[src/hdl/rgbhsv_pkg.sv]
// Shared types and constants for the RGB to HSV pixel converter.
// No dependencies; every other file in hdl/ refers to this package by scoped name.
package rgbhsv_pkg;

    localparam int CH_W          = 8;
    localparam int HUE_W         = 15;
    localparam int SAT_W         = 9;
    localparam int VAL_W         = 8;
    localparam int FRAC_BITS_DEF = 6;

    // Saturation divider: dividend is (max - min) * 256, quotient is at most 256.
    localparam int SAT_NUM_W = CH_W + 8;
    localparam int SAT_Q_W   = SAT_W;

    // Which channel holds the maximum, in tie order.
    typedef enum logic [1:0] {
        SECT_RED,
        SECT_GREEN,
        SECT_BLUE
    } sector_t;

    // Per-pixel information that rides alongside the divider words.
    typedef struct packed {
        logic [VAL_W-1:0] val;
        sector_t          sector;
        logic             neg;
        logic             hue_zero;
        logic             sat_zero;
    } rgbhsv_side_t;

endpackage

[src/hdl/rgbhsv_prep.sv]
// Front end of the converter: max/min search, channel differences and divider operands.
// Two register stages with valid/ready flow control; uses rgbhsv_pkg.
module rgbhsv_prep #(
    parameter int FRAC_BITS = rgbhsv_pkg::FRAC_BITS_DEF,
    parameter int NHW       = FRAC_BITS + 14
) (
    input  logic                               clk,
    input  logic                               rst_n,
    input  logic                               in_valid,
    output logic                               in_ready,
    input  logic [rgbhsv_pkg::CH_W-1:0]        red,
    input  logic [rgbhsv_pkg::CH_W-1:0]        green,
    input  logic [rgbhsv_pkg::CH_W-1:0]        blue,
    output logic                               dn_valid,
    input  logic                               dn_ready,
    output logic [NHW-1:0]                     hue_num,
    output logic [rgbhsv_pkg::CH_W-1:0]        hue_den,
    output logic [rgbhsv_pkg::SAT_NUM_W-1:0]   sat_num,
    output logic [rgbhsv_pkg::CH_W-1:0]        sat_den,
    output rgbhsv_pkg::rgbhsv_side_t           side
);

    localparam logic [NHW-1:0] SIXTY = NHW'(60) << FRAC_BITS;

    // Stage one: maximum, minimum and the signed difference of the other two channels.
    logic                           v1_reg;
    logic                           rdy1;
    logic [rgbhsv_pkg::CH_W-1:0]    mx_reg, mx_next;
    logic [rgbhsv_pkg::CH_W-1:0]    mn_reg, mn_next;
    logic signed [rgbhsv_pkg::CH_W:0] dif_reg, dif_next;
    rgbhsv_pkg::sector_t            sec_reg, sec_next;

    // Stage two registers.
    logic                           v2_reg;
    logic                           rdy2;
    logic [NHW-1:0]                 hn_reg, hn_next;
    logic [rgbhsv_pkg::CH_W-1:0]    hd_reg, hd_next;
    logic [rgbhsv_pkg::SAT_NUM_W-1:0] sn_reg, sn_next;
    logic [rgbhsv_pkg::CH_W-1:0]    sd_reg, sd_next;
    rgbhsv_pkg::rgbhsv_side_t       side_reg, side_next;
    logic [rgbhsv_pkg::CH_W:0]      mag;

    assign rdy2     = !v2_reg || dn_ready;
    assign rdy1     = !v1_reg || rdy2;
    assign in_ready = rdy1;

    always_comb
    begin
        if (red >= green && red >= blue)
        begin
            mx_next  = red;
            sec_next = rgbhsv_pkg::SECT_RED;
            dif_next = $signed({1'b0, green}) - $signed({1'b0, blue});
        end
        else if (green >= blue)
        begin
            mx_next  = green;
            sec_next = rgbhsv_pkg::SECT_GREEN;
            dif_next = $signed({1'b0, blue}) - $signed({1'b0, red});
        end
        else
        begin
            mx_next  = blue;
            sec_next = rgbhsv_pkg::SECT_BLUE;
            dif_next = $signed({1'b0, red}) - $signed({1'b0, green});
        end
        mn_next = red;
        if (green < mn_next)
        begin
            mn_next = green;
        end
        if (blue < mn_next)
        begin
            mn_next = blue;
        end
    end

    always_comb
    begin
        mag                = dif_reg[rgbhsv_pkg::CH_W] ? 9'(-dif_reg) : 9'(dif_reg);
        hd_next            = mx_reg - mn_reg;
        hn_next            = NHW'(mag[rgbhsv_pkg::CH_W-1:0]) * SIXTY;
        sn_next            = {hd_next, 8'b0};
        sd_next            = mx_reg;
        side_next.val      = mx_reg;
        side_next.sector   = sec_reg;
        side_next.neg      = dif_reg[rgbhsv_pkg::CH_W];
        side_next.hue_zero = (mx_reg == mn_reg);
        side_next.sat_zero = (mx_reg == '0);
    end

    always_ff @(posedge clk or negedge rst_n)
    begin
        if (!rst_n)
        begin
            v1_reg <= 1'b0;
            v2_reg <= 1'b0;
        end
        else
        begin
            if (rdy1)
            begin
                v1_reg <= in_valid;
            end
            if (rdy2)
            begin
                v2_reg <= v1_reg;
            end
        end
    end

    always_ff @(posedge clk)
    begin
        if (rdy1 && in_valid)
        begin
            mx_reg  <= mx_next;
            mn_reg  <= mn_next;
            dif_reg <= dif_next;
            sec_reg <= sec_next;
        end
        if (rdy2 && v1_reg)
        begin
            hn_reg   <= hn_next;
            hd_reg   <= hd_next;
            sn_reg   <= sn_next;
            sd_reg   <= sd_next;
            side_reg <= side_next;
        end
    end

    assign dn_valid = v2_reg;
    assign hue_num  = hn_reg;
    assign hue_den  = hd_reg;
    assign sat_num  = sn_reg;
    assign sat_den  = sd_reg;
    assign side     = side_reg;

endmodule

[src/hdl/rgbhsv_div_step.sv]
// One stage of the two restoring dividers: resolves a hue and/or a saturation quotient bit.
// Registered stage with valid/ready flow control; uses rgbhsv_pkg.
module rgbhsv_div_step #(
    parameter int NHW     = rgbhsv_pkg::FRAC_BITS_DEF + 14,
    parameter int QHW     = rgbhsv_pkg::FRAC_BITS_DEF + 6,
    parameter int HUE_BIT = 0,
    parameter bit HUE_ON  = 1'b1,
    parameter int SAT_BIT = 0,
    parameter bit SAT_ON  = 1'b1
) (
    input  logic                               clk,
    input  logic                               rst_n,
    input  logic                               up_valid,
    output logic                               up_ready,
    input  logic [NHW-1:0]                     hn_in,
    input  logic [rgbhsv_pkg::CH_W-1:0]        hd_in,
    input  logic [QHW-1:0]                     hq_in,
    input  logic [rgbhsv_pkg::SAT_NUM_W-1:0]   sn_in,
    input  logic [rgbhsv_pkg::CH_W-1:0]        sd_in,
    input  logic [rgbhsv_pkg::SAT_Q_W-1:0]     sq_in,
    input  rgbhsv_pkg::rgbhsv_side_t           side_in,
    output logic                               dn_valid,
    input  logic                               dn_ready,
    output logic [NHW-1:0]                     hn_out,
    output logic [rgbhsv_pkg::CH_W-1:0]        hd_out,
    output logic [QHW-1:0]                     hq_out,
    output logic [rgbhsv_pkg::SAT_NUM_W-1:0]   sn_out,
    output logic [rgbhsv_pkg::CH_W-1:0]        sd_out,
    output logic [rgbhsv_pkg::SAT_Q_W-1:0]     sq_out,
    output rgbhsv_pkg::rgbhsv_side_t           side_out
);

    logic                             v_reg;
    logic [NHW-1:0]                   hn_reg, hn_next;
    logic [rgbhsv_pkg::CH_W-1:0]      hd_reg;
    logic [QHW-1:0]                   hq_reg, hq_next;
    logic [rgbhsv_pkg::SAT_NUM_W-1:0] sn_reg, sn_next;
    logic [rgbhsv_pkg::CH_W-1:0]      sd_reg;
    logic [rgbhsv_pkg::SAT_Q_W-1:0]   sq_reg, sq_next;
    rgbhsv_pkg::rgbhsv_side_t         side_reg;
    logic [NHW-1:0]                   hsh;
    logic [rgbhsv_pkg::SAT_NUM_W-1:0] ssh;

    assign up_ready = !v_reg || dn_ready;

    // Trial subtraction of the divisor aligned to this stage's quotient bit.
    always_comb
    begin
        hsh     = NHW'(hd_in) << HUE_BIT;
        ssh     = rgbhsv_pkg::SAT_NUM_W'(sd_in) << SAT_BIT;
        hn_next = hn_in;
        hq_next = hq_in;
        sn_next = sn_in;
        sq_next = sq_in;
        if (HUE_ON && hn_in >= hsh)
        begin
            hn_next          = hn_in - hsh;
            hq_next[HUE_BIT] = 1'b1;
        end
        if (SAT_ON && sn_in >= ssh)
        begin
            sn_next          = sn_in - ssh;
            sq_next[SAT_BIT] = 1'b1;
        end
    end

    always_ff @(posedge clk or negedge rst_n)
    begin
        if (!rst_n)
        begin
            v_reg <= 1'b0;
        end
        else if (up_ready)
        begin
            v_reg <= up_valid;
        end
    end

    always_ff @(posedge clk)
    begin
        if (up_ready && up_valid)
        begin
            hn_reg   <= hn_next;
            hd_reg   <= hd_in;
            hq_reg   <= hq_next;
            sn_reg   <= sn_next;
            sd_reg   <= sd_in;
            sq_reg   <= sq_next;
            side_reg <= side_in;
        end
    end

    assign dn_valid = v_reg;
    assign hn_out   = hn_reg;
    assign hd_out   = hd_reg;
    assign hq_out   = hq_reg;
    assign sn_out   = sn_reg;
    assign sd_out   = sd_reg;
    assign sq_out   = sq_reg;
    assign side_out = side_reg;

endmodule

[src/hdl/rgbhsv_post.sv]
// Back end of the converter: sector offset, sign, wrap and the special cases, into the output register.
// Registered stage with valid/ready flow control; uses rgbhsv_pkg.
module rgbhsv_post #(
    parameter int FRAC_BITS = rgbhsv_pkg::FRAC_BITS_DEF,
    parameter int QHW       = FRAC_BITS + 6
) (
    input  logic                               clk,
    input  logic                               rst_n,
    input  logic                               up_valid,
    output logic                               up_ready,
    input  logic [QHW-1:0]                     hq_in,
    input  logic [rgbhsv_pkg::SAT_Q_W-1:0]     sq_in,
    input  rgbhsv_pkg::rgbhsv_side_t           side_in,
    output logic                               out_valid,
    input  logic                               out_ready,
    output logic [rgbhsv_pkg::HUE_W-1:0]       hue,
    output logic [rgbhsv_pkg::SAT_W-1:0]       saturation,
    output logic [rgbhsv_pkg::VAL_W-1:0]       brightness
);

    localparam int HCW = FRAC_BITS + 10;
    localparam int HXW = (HCW > rgbhsv_pkg::HUE_W) ? HCW : rgbhsv_pkg::HUE_W;
    localparam logic signed [HCW-1:0] OFS_GREEN = HCW'(120) << FRAC_BITS;
    localparam logic signed [HCW-1:0] OFS_BLUE  = HCW'(240) << FRAC_BITS;
    localparam logic signed [HCW-1:0] FULL_TURN = HCW'(360) << FRAC_BITS;

    logic                            v_reg;
    logic [rgbhsv_pkg::HUE_W-1:0]    hue_reg, hue_next;
    logic [rgbhsv_pkg::SAT_W-1:0]    sat_reg, sat_next;
    logic [rgbhsv_pkg::VAL_W-1:0]    val_reg;
    logic signed [HCW-1:0]           ofs;
    logic signed [HCW-1:0]           qs;
    logic signed [HCW-1:0]           sum;
    logic [HXW-1:0]                  hx;

    assign up_ready = !v_reg || out_ready;

    always_comb
    begin
        unique case (side_in.sector)
            rgbhsv_pkg::SECT_RED:   ofs = '0;
            rgbhsv_pkg::SECT_GREEN: ofs = OFS_GREEN;
            rgbhsv_pkg::SECT_BLUE:  ofs = OFS_BLUE;
            default:                ofs = '0;
        endcase
        qs  = $signed(HCW'(hq_in));
        sum = side_in.neg ? (ofs - qs) : (ofs + qs);
        if (sum < 0)
        begin
            sum = sum + FULL_TURN;
        end
        hx       = HXW'($unsigned(sum));
        hue_next = side_in.hue_zero ? '0 : hx[rgbhsv_pkg::HUE_W-1:0];
        sat_next = side_in.sat_zero ? '0 : sq_in;
    end

    always_ff @(posedge clk or negedge rst_n)
    begin
        if (!rst_n)
        begin
            v_reg <= 1'b0;
        end
        else if (up_ready)
        begin
            v_reg <= up_valid;
        end
    end

    always_ff @(posedge clk)
    begin
        if (up_ready && up_valid)
        begin
            hue_reg <= hue_next;
            sat_reg <= sat_next;
            val_reg <= side_in.val;
        end
    end

    assign out_valid  = v_reg;
    assign hue        = hue_reg;
    assign saturation = sat_reg;
    assign brightness = val_reg;

endmodule

[src/hdl/rgb_to_hsv_pixel.sv]
// RGB to HSV pixel converter, top level; builds on rgbhsv_pkg, rgbhsv_prep, rgbhsv_div_step, rgbhsv_post.
// Data passes the front end, the divider chain and the back end, each with valid/ready flow control.
// One pixel per cycle unless out_ready is low; the depth is set by the longer one-bit-per-stage divider.
// Reset (rst_n, asynchronous, active low) clears every stage's valid bit; data registers are not reset.
module rgb_to_hsv_pixel #(
    parameter int FRAC_BITS = rgbhsv_pkg::FRAC_BITS_DEF
) (
    input  logic                          clk,
    input  logic                          rst_n,
    input  logic                          in_valid,
    output logic                          in_ready,
    input  logic [rgbhsv_pkg::CH_W-1:0]   red,
    input  logic [rgbhsv_pkg::CH_W-1:0]   green,
    input  logic [rgbhsv_pkg::CH_W-1:0]   blue,
    output logic                          out_valid,
    input  logic                          out_ready,
    output logic [rgbhsv_pkg::HUE_W-1:0]  hue,
    output logic [rgbhsv_pkg::SAT_W-1:0]  saturation,
    output logic [rgbhsv_pkg::VAL_W-1:0]  brightness
);

    // The hue quotient is 60 * |difference| / (max - min), below 64 << FRAC_BITS,
    // so it needs FRAC_BITS + 6 bits. Its dividend needs 8 more bits for the difference.
    // Saturation needs nine quotient bits. Both dividers share one chain of stages,
    // each stage resolving at most one bit of each quotient, most significant bit first.
    localparam int QHW = FRAC_BITS + 6;
    localparam int NHW = FRAC_BITS + 14;
    localparam int NST = (QHW > rgbhsv_pkg::SAT_Q_W) ? QHW : rgbhsv_pkg::SAT_Q_W;

    // Chain signals; entry k feeds divider stage k, entry NST feeds the back end.
    logic                             v_ch   [0:NST];
    logic                             r_ch   [0:NST];
    logic [NHW-1:0]                   hn_ch  [0:NST];
    logic [rgbhsv_pkg::CH_W-1:0]      hd_ch  [0:NST];
    logic [QHW-1:0]                   hq_ch  [0:NST];
    logic [rgbhsv_pkg::SAT_NUM_W-1:0] sn_ch  [0:NST];
    logic [rgbhsv_pkg::CH_W-1:0]      sd_ch  [0:NST];
    logic [rgbhsv_pkg::SAT_Q_W-1:0]   sq_ch  [0:NST];
    rgbhsv_pkg::rgbhsv_side_t         sd_side[0:NST];

    // Front end: two stages that find the maximum channel, the sector and
    // the operands of both divisions.
    rgbhsv_prep #(
        .FRAC_BITS (FRAC_BITS),
        .NHW       (NHW)
    ) u_prep (
        .clk      (clk),
        .rst_n    (rst_n),
        .in_valid (in_valid),
        .in_ready (in_ready),
        .red      (red),
        .green    (green),
        .blue     (blue),
        .dn_valid (v_ch[0]),
        .dn_ready (r_ch[0]),
        .hue_num  (hn_ch[0]),
        .hue_den  (hd_ch[0]),
        .sat_num  (sn_ch[0]),
        .sat_den  (sd_ch[0]),
        .side     (sd_side[0])
    );

    // Quotients start at zero and collect at most one bit per stage.
    assign hq_ch[0] = '0;
    assign sq_ch[0] = '0;

    // Divider chain. Once a divider has resolved all its bits, the later
    // stages only carry its quotient along.
    for (genvar k = 0; k < NST; k++)
    begin : g_div
        localparam bit HON = (k < QHW);
        localparam bit SON = (k < rgbhsv_pkg::SAT_Q_W);
        localparam int HB  = HON ? (QHW - 1 - k) : 0;
        localparam int SB  = SON ? (rgbhsv_pkg::SAT_Q_W - 1 - k) : 0;

        rgbhsv_div_step #(
            .NHW     (NHW),
            .QHW     (QHW),
            .HUE_BIT (HB),
            .HUE_ON  (HON),
            .SAT_BIT (SB),
            .SAT_ON  (SON)
        ) u_step (
            .clk      (clk),
            .rst_n    (rst_n),
            .up_valid (v_ch[k]),
            .up_ready (r_ch[k]),
            .hn_in    (hn_ch[k]),
            .hd_in    (hd_ch[k]),
            .hq_in    (hq_ch[k]),
            .sn_in    (sn_ch[k]),
            .sd_in    (sd_ch[k]),
            .sq_in    (sq_ch[k]),
            .side_in  (sd_side[k]),
            .dn_valid (v_ch[k+1]),
            .dn_ready (r_ch[k+1]),
            .hn_out   (hn_ch[k+1]),
            .hd_out   (hd_ch[k+1]),
            .hq_out   (hq_ch[k+1]),
            .sn_out   (sn_ch[k+1]),
            .sd_out   (sd_ch[k+1]),
            .sq_out   (sq_ch[k+1]),
            .side_out (sd_side[k+1])
        );
    end

    // Back end: applies the sector offset and the sign of the hue term, wraps
    // negative hue by a full turn, forces hue to zero for gray and black pixels
    // and saturation to zero for black ones, and holds the output transaction.
    // The remainders left in the last chain entry are not needed.
    rgbhsv_post #(
        .FRAC_BITS (FRAC_BITS),
        .QHW       (QHW)
    ) u_post (
        .clk        (clk),
        .rst_n      (rst_n),
        .up_valid   (v_ch[NST]),
        .up_ready   (r_ch[NST]),
        .hq_in      (hq_ch[NST]),
        .sq_in      (sq_ch[NST]),
        .side_in    (sd_side[NST]),
        .out_valid  (out_valid),
        .out_ready  (out_ready),
        .hue        (hue),
        .saturation (saturation),
        .brightness (brightness)
    );

endmodule
[config.mk]
export PLATFORM = sky130hd
export DESIGN_NAME = rgb_to_hsv_pixel
export DESIGN_NICKNAME = d
export VERILOG_FILES = /design/src/hdl/rgbhsv_pkg.sv /design/src/hdl/rgbhsv_prep.sv /design/src/hdl/rgbhsv_div_step.sv /design/src/hdl/rgbhsv_post.sv /design/src/hdl/rgb_to_hsv_pixel.sv
export SDC_FILE = /design/constraint.sdc
export NUM_CORES = 1
export LEC_CHECK = 0
export BUFFER_PORTS_ARGS = -buffer_cell sky130_fd_sc_hd__buf_4
export CELL_PAD_IN_SITES_DETAIL_PLACEMENT = 1
export CELL_PAD_IN_SITES_GLOBAL_PLACEMENT = 1
export CORE_MARGIN = 2
export CORE_UTILIZATION = 57
export DETAILED_ROUTE_END_ITERATION = 8
export PLACE_DENSITY_LB_ADDON = 0.1
export SYNTH_ARGS = -nofsm -noshare
export SYNTH_HDL_FRONTEND = slang
export SYNTH_SLANG_ARGS = --single-unit
[constraint.sdc]
create_clock -name clk -period 8.9 [get_ports clk]
set_input_delay 1.335 -clock clk [delete_from_list [all_inputs] [get_ports clk]]
set_output_delay 1.335 -clock clk [all_outputs]
set_load 0.02 [all_outputs]
==> results.json, run 1 <==
{
  "status": "finished, final reports clean",
  "synth_commonest_cells": "738 x edfxtp_1, 287 x inv_1, 236 x ha_1, 226 x nor2_1, 176 x o21ai_0",
  "dpl.hpwl_um": 63300,
  "yosysTopAreaCellShare_pct": 59.3,
  "vias_per_cell": 5.85,
  "ioPinCount": 62,
  "period_share_pct": 55.0,
  "layoutNonFillerInstCount": 4010,
  "clock_skew_ps": 27.1,
  "synth_area_leaders": "edfxtp_1 59%, ha_1 7.9%, inv_1 2.9%, o21ai_0 2.4%, xor2_1 2.3%",
  "coreArea_um2": 64700,
  "cpMostUsedCell": "buf_4",
  "start_util_pct": 57.8,
  "power_frac_seq_pct": 41.2,
  "nets": 3390,
  "gp_congestion": 0.862,
  "finish.utilization_pct": 64.1,
  "p_switching_mw": 5.28,
  "insertion_delay_ps": 650,
  "ys_seq_elements": 753,
  "rsz0062_at_grt": "no",
  "drt-initial-drc-count": 1175,
  "reg2reg_from": "u_prep.dif_reg[0]",
  "switching_share_pct": 35.8,
  "finalHoldViolCount": 0,
  "overflow": 0,
  "cts_setup_buffers": 0,
  "pwr-share-comb_pct": 37.0,
  "die_w_um": 260,
  "critical_path_class": "input port to output port",
  "drv_cap": 0,
  "reg2reg_depth": 15,
  "wirelength_um": 86000,
  "min_path_type": "flip-flop to flip-flop",
  "clkPwrFrac_pct": 21.8,
  "synth_flop_cell": "edfxtp_1",
  "routedWlPerCell_um": 21.5,
  "synth_nets": 3260,
  "grt.total_usage_pct": 25.9,
  "crit_chain": "buf_4 > nand4b_1 > inv_1 > and3_1 > nand2_1 > nor3_1 > nand4_1 > buf_4",
  "timing.setup.tns_ps": 0,
  "grt_pass1_vias": 25700,
  "synth_edf_count": 738,
  "std_cell_rows": 93,
  "cts_root_buf": "clkbuf_16",
  "yosysMostFrequentCell": "edfxtp_1",
  "vias": 23400,
  "synth.yosys.warnings": 0,
  "critical_path.max_fanout": 5,
  "portBuffers": 61,
  "cp.required_ps": 7570,
  "cp_slowest_cell": "nor3_1",
  "dr.pass1.iters": 5,
  "avgSynthCellArea_um2": 12.6,
  "leakage_nw": 15.9,
  "synth_area_um2": 37400,
  "die_y_um": 260,
  "htreeDepth": 3,
  "power.density_nw_per_um2": 356,
  "synth-seq-area-share_pct": 60.3,
  "antenna_cells": 0,
  "r2r_end": "u_prep.hue_num[19]",
  "finalCriticalPeriod_ps": 4890,
  "die-area_um2": 67600,
  "grt_max_degree": 69,
  "yosys.area.top_type": "edfxtp_1",
  "worstPathArrival_ps": 3560,
  "finalSetupViolations": 0,
  "finalHoldWorstSlack_ps": 396,
  "drc": 0,
  "final_max_slew_viol_count": 0,
  "cts_hold_buffers": 0,
  "largest_reg_flops": 160,
  "slew_headroom_pct": 14.0,
  "grt_antenna_before_repair": 0,
  "critPathLaunchType": "input port",
  "cts_resized": 0,
  "synthToLayoutAreaGrowth_pct": 11.0,
  "cpPeakStageDelay_ps": 630,
  "placedCellCount": 3869,
  "vdd_drop_max_uv": 275,
  "async_flop_share_pct": 1.99,
  "clkTransAtPathRegs_ps": 60,
  "tritoncts": "yes",
  "grt_pass1_wl_um": 137000,
  "cts_buffer_depth": 3,
  "antenna_left": 0,
  "cts.sink_count": 753,
  "layout-drive-gt1-share_pct": 8.94,
  "fmax_mhz": 204,
  "worstMarginPinSlew_ps": 1280,
  "endpoint_kind": "output port",
  "startpoint": "out_ready",
  "intPower_mw": 9.47,
  "synthCells": 2965,
  "endpoint": "in_ready",
  "yosysUniqueCellTypes": 85,
  "cts_buffers": 79,
  "reg2reg_slack_ps": 4480
}
==> through the flow <==
step	instance area (um^2)	setup slack, ps	power [mW]
after CTS	41500	4000	14.8
after global routing	41500	3790	15.6
after floorplan	37400	3980	9.81
after global placement	39000	3960	10.9
after detailed placement	39000	3980	11.4
final	41500	4010	14.7
==> power groups by stage <==
stage,sequential [mW],combinational (mW),clock (mW)
finish,6.07,5.46,3.21
detailed placement,6.12,5.32,0
global placement,6.01,4.91,0
floorplan,5.90,3.91,0
CTS,6.07,5.47,3.27
global route,6.17,6.06,3.38
==> kinds of logic (layout without fill, tap and decap cells) <==
kind of cell,count (synthesis),count (layout),synth area share (%)
buffers and inverters,318,508,3.24
DFF,753,753,60.3
xor gates and xnor gates,192,192,4.52
muxes,60,60,1.73
and+or+nand+nor,810,810,11.0
adders and majority gates,269,269,9.62
AOI/OAI and AO/OA,563,563,9.63
==> final cells by class <==
cell class                 instances  area, um^2
sequential                       753       22500
fill                            6325       23200
tap                              855        1070
clock inverter                    40         422
inverter                         288        1080
timing repair buffer              79         593
clock buffer                     101        2090
multi-input combinational       1894       13700
==> how the worst min path moves through the flow <==
| stage | start | endpoint | slack [ps] | cells past startpoint |
|---|---|---|---|---|
| final | g_div[10].u_step.sq_out[8] | g_div[11].u_step.sq_out[8] | 400 | 0 |
| after global routing | g_div[10].u_step.sq_out[8] | g_div[11].u_step.sq_out[8] | 400 | 0 |
| after CTS | g_div[8].u_step.sq_out[4] | g_div[9].u_step.sq_out[4] | 400 | 0 |
| after detailed placement | g_div[8].u_step.side_out[9] | g_div[9].u_step.side_out[9] | 410 | 0 |
| after global placement | g_div[10].u_step.side_out[3] | g_div[11].u_step.side_out[3] | 400 | 0 |
| after floorplan | u_prep.side[0] | g_div[0].u_step.side_out[0] | 400 | 0 |
==> per-layer routing <==
layer / up-vias / global-route usage (%) / part of all wire, %
li1: 11100 / - / -
met3: 203 / 3.27 / 2.6
met5: - / 0 / 0
met4: 0 / 9.76 / 3.8
met2: 443 / 50.2 / 55
met1: 11700 / 28.6 / 39
==> placed cells by master, fill, tap and decap left out, types with 9 or more instances in the layout <==
master	n
o21ai_0	176
inv_1	287
buf_4	79
clkinv_2	13
dfrtp_1	15
nor2b_1	70
a21boi_0	12
mux2_2	33
nor3_1	69
or3_1	24
a211oi_1	17
edfxtp_1	738
clkbuf_1	19
and2_1	9
nand2_1	166
nand3b_1	9
xnor2_1	93
a31oi_1	22
a21oi_1	135
clkbuf_16	79
nor2_1	225
o211ai_1	10
xor2_1	98
nand2b_1	60
or2_2	19
o31a_1	25
ha_1	236
fa_1	31
or4_1	12
o31ai_1	21
nand4_1	32
o21a_1	56
nor4_1	27
clkinv_1	11
a21o_1	33
nand3_1	40
mux2i_1	26
==> worst max-delay path: cells and delay by family <==
family,cells,cell delay [ps]
and+or+nand+nor,5,1760
buffers and inverters,3,440
Power figures use the tool's default switching activity.
==> inputs of run 2 (changes only) <==
Settings changed: CORE_UTILIZATION 57 to 53.
Clock period 8.9 ns to 4.7 ns, I/O delays scaled along.
==> run 2 against run 1 <==
Cell count is 2.5% higher. Sequential share of layout area is 0.31 points lower. Clock power is 90% higher. Setup slack worse by 3600 ps. Critical path depth is 7 higher. Routed wire length is 8.1% lower. Clock-buffer cell count is 3 higher. Via count is 2.6% lower. Utilization is 4.4 points lower. Critical endpoint is now u_prep.hue_num[19]. Largest power group unchanged.
==> results.json, run 2 (synthesized netlist as in run 1, its figures left out) <==
{
  "wl_met2_um": 42800,
  "synthToLayoutAreaGrowth_pct": 11.6,
  "clkTransAtPathRegs_ps": 50,
  "wirelength_um": 79100,
  "fin_ws_ps": 411,
  "grt_pass1_vias": 24900,
  "period_share_pct": 91.3,
  "critPathLaunchType": "flip-flop",
  "vdd_drop_max_uv": 384,
  "cts_buffer_depth": 3,
  "start_util_pct": 53.5,
  "nets": 3401,
  "wl_met3_um": 2050,
  "final_max_slew_viol_count": 0,
  "cp.required_ps": 5070,
  "std_cell_rows": 97,
  "routedWlPerCell_um": 19.2,
  "power_mw": 27.4,
  "grt.total_usage_pct": 22.1,
  "reg2reg_from": "u_prep.dif_reg[0]",
  "leakage_nw": 16.0,
  "dr.pass1.iters": 6,
  "vias_per_cell": 5.55,
  "crit_chain": "inv_1 > ha_1 > nor2b_1 > xnor2_1 > fa_1 > inv_1 > fa_1 > ha_1 > a21o_1 > a21oi_1 > o21ai_0 > or4_1 > a41o_1 > a21oi_1 > xnor2_1",
  "worstHoldStart": "in_valid",
  "endpoint_kind": "flip-flop",
  "critical_path_class": "flip-flop to flip-flop",
  "die_w_um": 270,
  "path_delay_family": "adder cells",
  "worstMarginPinSlew_ps": 1220,
  "vias": 22800,
  "rsz0062_at_grt": "no",
  "critical_path_buf_inv_count": 2,
  "cp_slowest_cell": "fa_1",
  "tritoncts": "yes",
  "ioPinCount": 62,
  "finalHoldViolCount": 0,
  "finalCriticalPeriod_ps": 4290,
  "worstPathArrival_ps": 4660,
  "grt_max_degree": 65,
  "startpoint": "u_prep.dif_reg[0]",
  "overflow": 0,
  "num-fill-cells": 6983,
  "cts_buffers": 80,
  "dpl.hpwl_um": 59800,
  "die_y_um": 270,
  "coreArea_um2": 69900,
  "cts_root_buf": "clkbuf_16",
  "critical_path.max_fanout": 5,
  "status": "finished, final reports clean",
  "htreeDepth": 3,
  "insertion_delay_ps": 640,
  "drt-initial-drc-count": 1012,
  "timing.setup.tns_ps": 0,
  "grt_pass1_wl_um": 130000,
  "grt_antenna_before_repair": 0,
  "met1_length_um": 32300,
  "gp_congestion": 0.871,
  "cpPeakStageDelay_ps": 490,
  "largest_reg_flops": 160,
  "drc": 0,
  "antenna_left": 0,
  "layout-drive-gt1-share_pct": 9.17,
  "power.density_nw_per_um2": 656,
  "drv_cap": 0,
  "die-area_um2": 72700,
  "layout_common_cells": "738 x edfxtp_1, 287 x inv_1, 236 x ha_1, 225 x nor2_1, 176 x o21ai_0",
  "finalSetupViolations": 0,
  "portBuffers": 61,
  "slew_headroom_pct": 18.1,
  "routed.top_layer": "met4",
  "mostFrequentLayoutCell": "edfxtp_1",
  "dp_slack_ps": 357,
  "antenna_cells": 0,
  "cts.sink_count": 753,
  "fmax_mhz": 233,
  "clock_skew_ps": 26.2,
  "min_path_type": "input port to flip-flop"
}
## run 2: stage by stage
stage,area [um^2],hold WS (ps),std cells,util [%]
2_1_floorplan,37400,400,2965,-
3_3_place_gp,39100,400,3963,56.0
3_5_place_dp,39100,405,3963,56.0
4_1_cts,41700,244,4112,59.7
5_1_grt,41700,263,4112,59.7
6_report,41700,279,4112,59.7
## run 2: worst reg2reg max path: cells and delay by family (launching register included)
family | cells | cell delay, ps
and+or+nand+nor | 2 | 510
buffers and inverters | 2 | 270
adders and majority gates | 4 | 1390
DFF | 1 | 440
AOI/OAI and AO/OA | 5 | 970
xor gates and xnor gates | 2 | 480
## run 2: area by class of cell
class | count | area [um^2] | share of cell area (%)
Inverter | 288 | 1080 | 2.59
Clock inverter | 44 | 435 | 1.04
Clock buffer | 104 | 2130 | 5.11
Timing Repair Buffer | 89 | 671 | 1.61
Sequential cell | 753 | 22500 | 54.0
Tap cell | 940 | 1180 | 2.82
Multi-Input combinational cell | 1894 | 13700 | 32.8
## run 2: what timing repair did
item	CTS	global route
hold buffers	1	0
buffers inserted	0	0
gates resized for setup	0	0
hold endpoints to repair	15	0
## run 2: path summary, 6_finish.rpt
path                                             end  slack [ps]  cells after the start
hold / removal                         u_prep.v1_reg         280                      2
setup / recovery                  u_prep.hue_num[19]         410                     15
min in group asynchronous   g_div[0].u_step.dn_valid         500                      2
max in group asynchronous           u_post.out_valid        3950                      2
setup reg to reg                  u_prep.hue_num[19]         410                     15
hold reg to reg            g_div[5].u_step.sq_out[7]         400                      0
## run 2: power by group
part           switching, mW  internal, mW  total (mW)
Clock                   2.57          3.51        6.09
Sequential              1.21          10.2        11.4
Combinational           5.61          4.24        9.85
## run 2: routing by layer
metal | global-route usage (%) | up-vias
li1 | - | 11100
met1 | 25.5 | 11300
met2 | 42.1 | 309
met3 | 3.07 | 131
met4 | 6.54 | 0
met5 | 0 | -
==> inputs of run 3 (changes only) <==
Settings changed: BUFFER_PORTS_ARGS -buffer_cell sky130_fd_sc_hd__buf_4 to default, CORE_MARGIN 2 to default, DONT_BUFFER_PORTS from default to 1, PLACE_DENSITY from default to 0.9, PLACE_DENSITY_LB_ADDON 0.1 to default.
==> run 3 against run 2 <==
Clock-buffer cell count down 2. Critical path depth down 1. Cell count down 2.0%. Utilization down 0.053 points. Die area down 1.5%. Flip-flop and latch count unchanged. Clock skew up 3.6 ps. Routed wire length up 20%. Sequential power about the same. Design area down 1.1%. Largest cell class unchanged. Highest routed layer unchanged.
==> results.json, run 3 (synthesized netlist as in run 1, its figures left out) <==
{
  "status": "finished, final reports clean",
  "routedWlPerCell_um": 23.6,
  "cts.sink_count": 753,
  "placedCellCount": 3887,
  "gp_congestion": 0.900,
  "finish.utilization_pct": 59.6,
  "clock_skew_ps": 29.8,
  "die-area_um2": 71600,
  "seq_area_um2": 22500,
  "multi_input_area_um2": 13700,
  "die_w_um": 268,
  "synthToLayoutAreaGrowth_pct": 10.4,
  "vdd_drop_max_uv": 402,
  "critPathLaunchType": "flip-flop",
  "layout_common_cells": "738 x edfxtp_1, 287 x inv_1, 236 x ha_1, 225 x nor2_1, 176 x o21ai_0",
  "critical_path_class": "flip-flop to flip-flop",
  "min_path_type": "input port to flip-flop",
  "start_util_pct": 54.0,
  "drt-initial-drc-count": 1665,
  "antenna_cells": 0,
  "wl_met2_um": 52100,
  "portBuffers": 0,
  "htreeDepth": 3,
  "dr.pass1.iters": 5,
  "met1_length_um": 34300,
  "tritoncts": "yes",
  "dpl.hpwl_um": 64900,
  "finalHoldWorstSlack_ps": 188,
  "drc": 0,
  "power_mw": 28.6,
  "cts_buffers": 78,
  "cp_slowest_cell": "or4_1",
  "grt.total_usage_pct": 26.9,
  "worstMarginPinSlew_ps": 1130,
  "nets": 3332,
  "cts_buffer_depth": 3,
  "critical_path_buf_inv_count": 2,
  "final_max_slew_viol_count": 0,
  "clkTransAtPathRegs_ps": 60,
  "layoutNonFillerInstCount": 4030,
  "critical_path.max_fanout": 4,
  "grt_pass1_vias": 26800,
  "grt_pass1_wl_um": 149000,
  "slew_headroom_pct": 25.0,
  "antenna_left": 0,
  "num-fill-cells": 6830,
  "grt_max_degree": 65,
  "wirelength_um": 95100,
  "grt_antenna_before_repair": 0,
  "fmax_mhz": 229,
  "leakage_nw": 15.7,
  "rsz0062_at_grt": "no",
  "period_share_pct": 93.1,
  "routed.top_layer": "met4",
  "vias_per_cell": 6.02,
  "wl_met3_um": 3750,
  "insertion_delay_ps": 650,
  "crit_chain": "inv_1 > ha_1 > mux2i_2 > fa_1 > inv_1 > fa_1 > ha_1 > a21o_1 > a21oi_1 > o21ai_0 > or4_1 > a41o_1 > a21oi_1 > xnor2_1",
  "die_y_um": 268,
  "largest_reg_flops": 160,
  "timing.setup.tns_ps": 0,
  "overflow": 0,
  "path_delay_family": "adder cells",
  "std_cell_rows": 96,
  "mostFrequentLayoutCell": "edfxtp_1",
  "drv_cap": 0,
  "worstPathArrival_ps": 4760,
  "finalHoldViolCount": 0,
  "ioPinCount": 62,
  "cts_root_buf": "clkbuf_16",
  "coreArea_um2": 69200,
  "finalCriticalPeriod_ps": 4380,
  "endpoint_kind": "flip-flop",
  "cpPeakStageDelay_ps": 490,
  "vias": 24300,
  "power.density_nw_per_um2": 694,
  "cp.required_ps": 5080,
  "finalSetupViolations": 0,
  "layout-drive-gt1-share_pct": 7.39
}
[run 3: changes by cell type in the layout (fill, tap and decap cells not counted), sizes merged]
| cell | previous run | this run |
|---|---|---|
| bufinv | 5 | 8 |
| clkinv | 38 | 26 |
| clkbuf | 104 | 102 |
| inv | 289 | 290 |
| buf | 88 | 21 |
| clkinvlp | 0 | 4 |
[run 3: per-stage QoR]
| stage | instance area (um^2) | worst slack, ps |
|---|---|---|
| floorplan | 37400 | 408 |
| CTS | 41200 | 177 |
| finish | 41200 | 324 |
| detailed placement | 38600 | 286 |
| global placement | 38600 | 484 |
| global route | 41200 | 54.0 |
[run 3: what timing repair did]
item / 4_1_cts / 5_1_grt
hold buffers: 1 / 0
hold endpoints to repair: 15 / 0
endpoints found under the setup margin: 0 / 1
buffers inserted: 0 / 0
resized for setup: 0 / 2
[run 3: cell type report]
type	instances	area share, %
clock buffer	102	5.18
tap	931	2.82
inverter	288	2.62
clock inverter	40	1.12
multi-input combinational	1894	33.2
sequential	753	54.6
timing repair buffer	22	0.407
[run 3: worst paths after layout]
kind | slack [ps] | cells past startpoint | end | startpoint
setup / recovery | 320 | 14 | u_prep.hue_num[19] | u_prep.dif_reg[0]
hold / removal | 190 | 1 | u_prep.v1_reg | in_valid
setup reg to reg | 320 | 14 | u_prep.hue_num[19] | u_prep.dif_reg[0]
hold reg to reg | 410 | 0 | g_div[5].u_step.sq_out[7] | g_div[4].u_step.sq_out[7]
max in group asynchronous | 3370 | 1 | g_div[0].u_step.dn_valid | rst_n
min in group asynchronous | 700 | 1 | g_div[8].u_step.dn_valid | rst_n
[run 3: per-layer routing]
layer	vias up	global-route usage [%]
li1	11000	-
met1	12100	27.2
met2	827	52.6
met3	331	4.15
met4	0	13.5
met5	-	0
[run 3: power breakdown]
group / total (mW) / switching, mW / internal, mW
Sequential: 11.7 / 1.48 / 10.2
Clock: 6.33 / 2.66 / 3.67
Combinational: 10.6 / 6.37 / 4.19
Total: 28.6 / 10.5 / 18.1
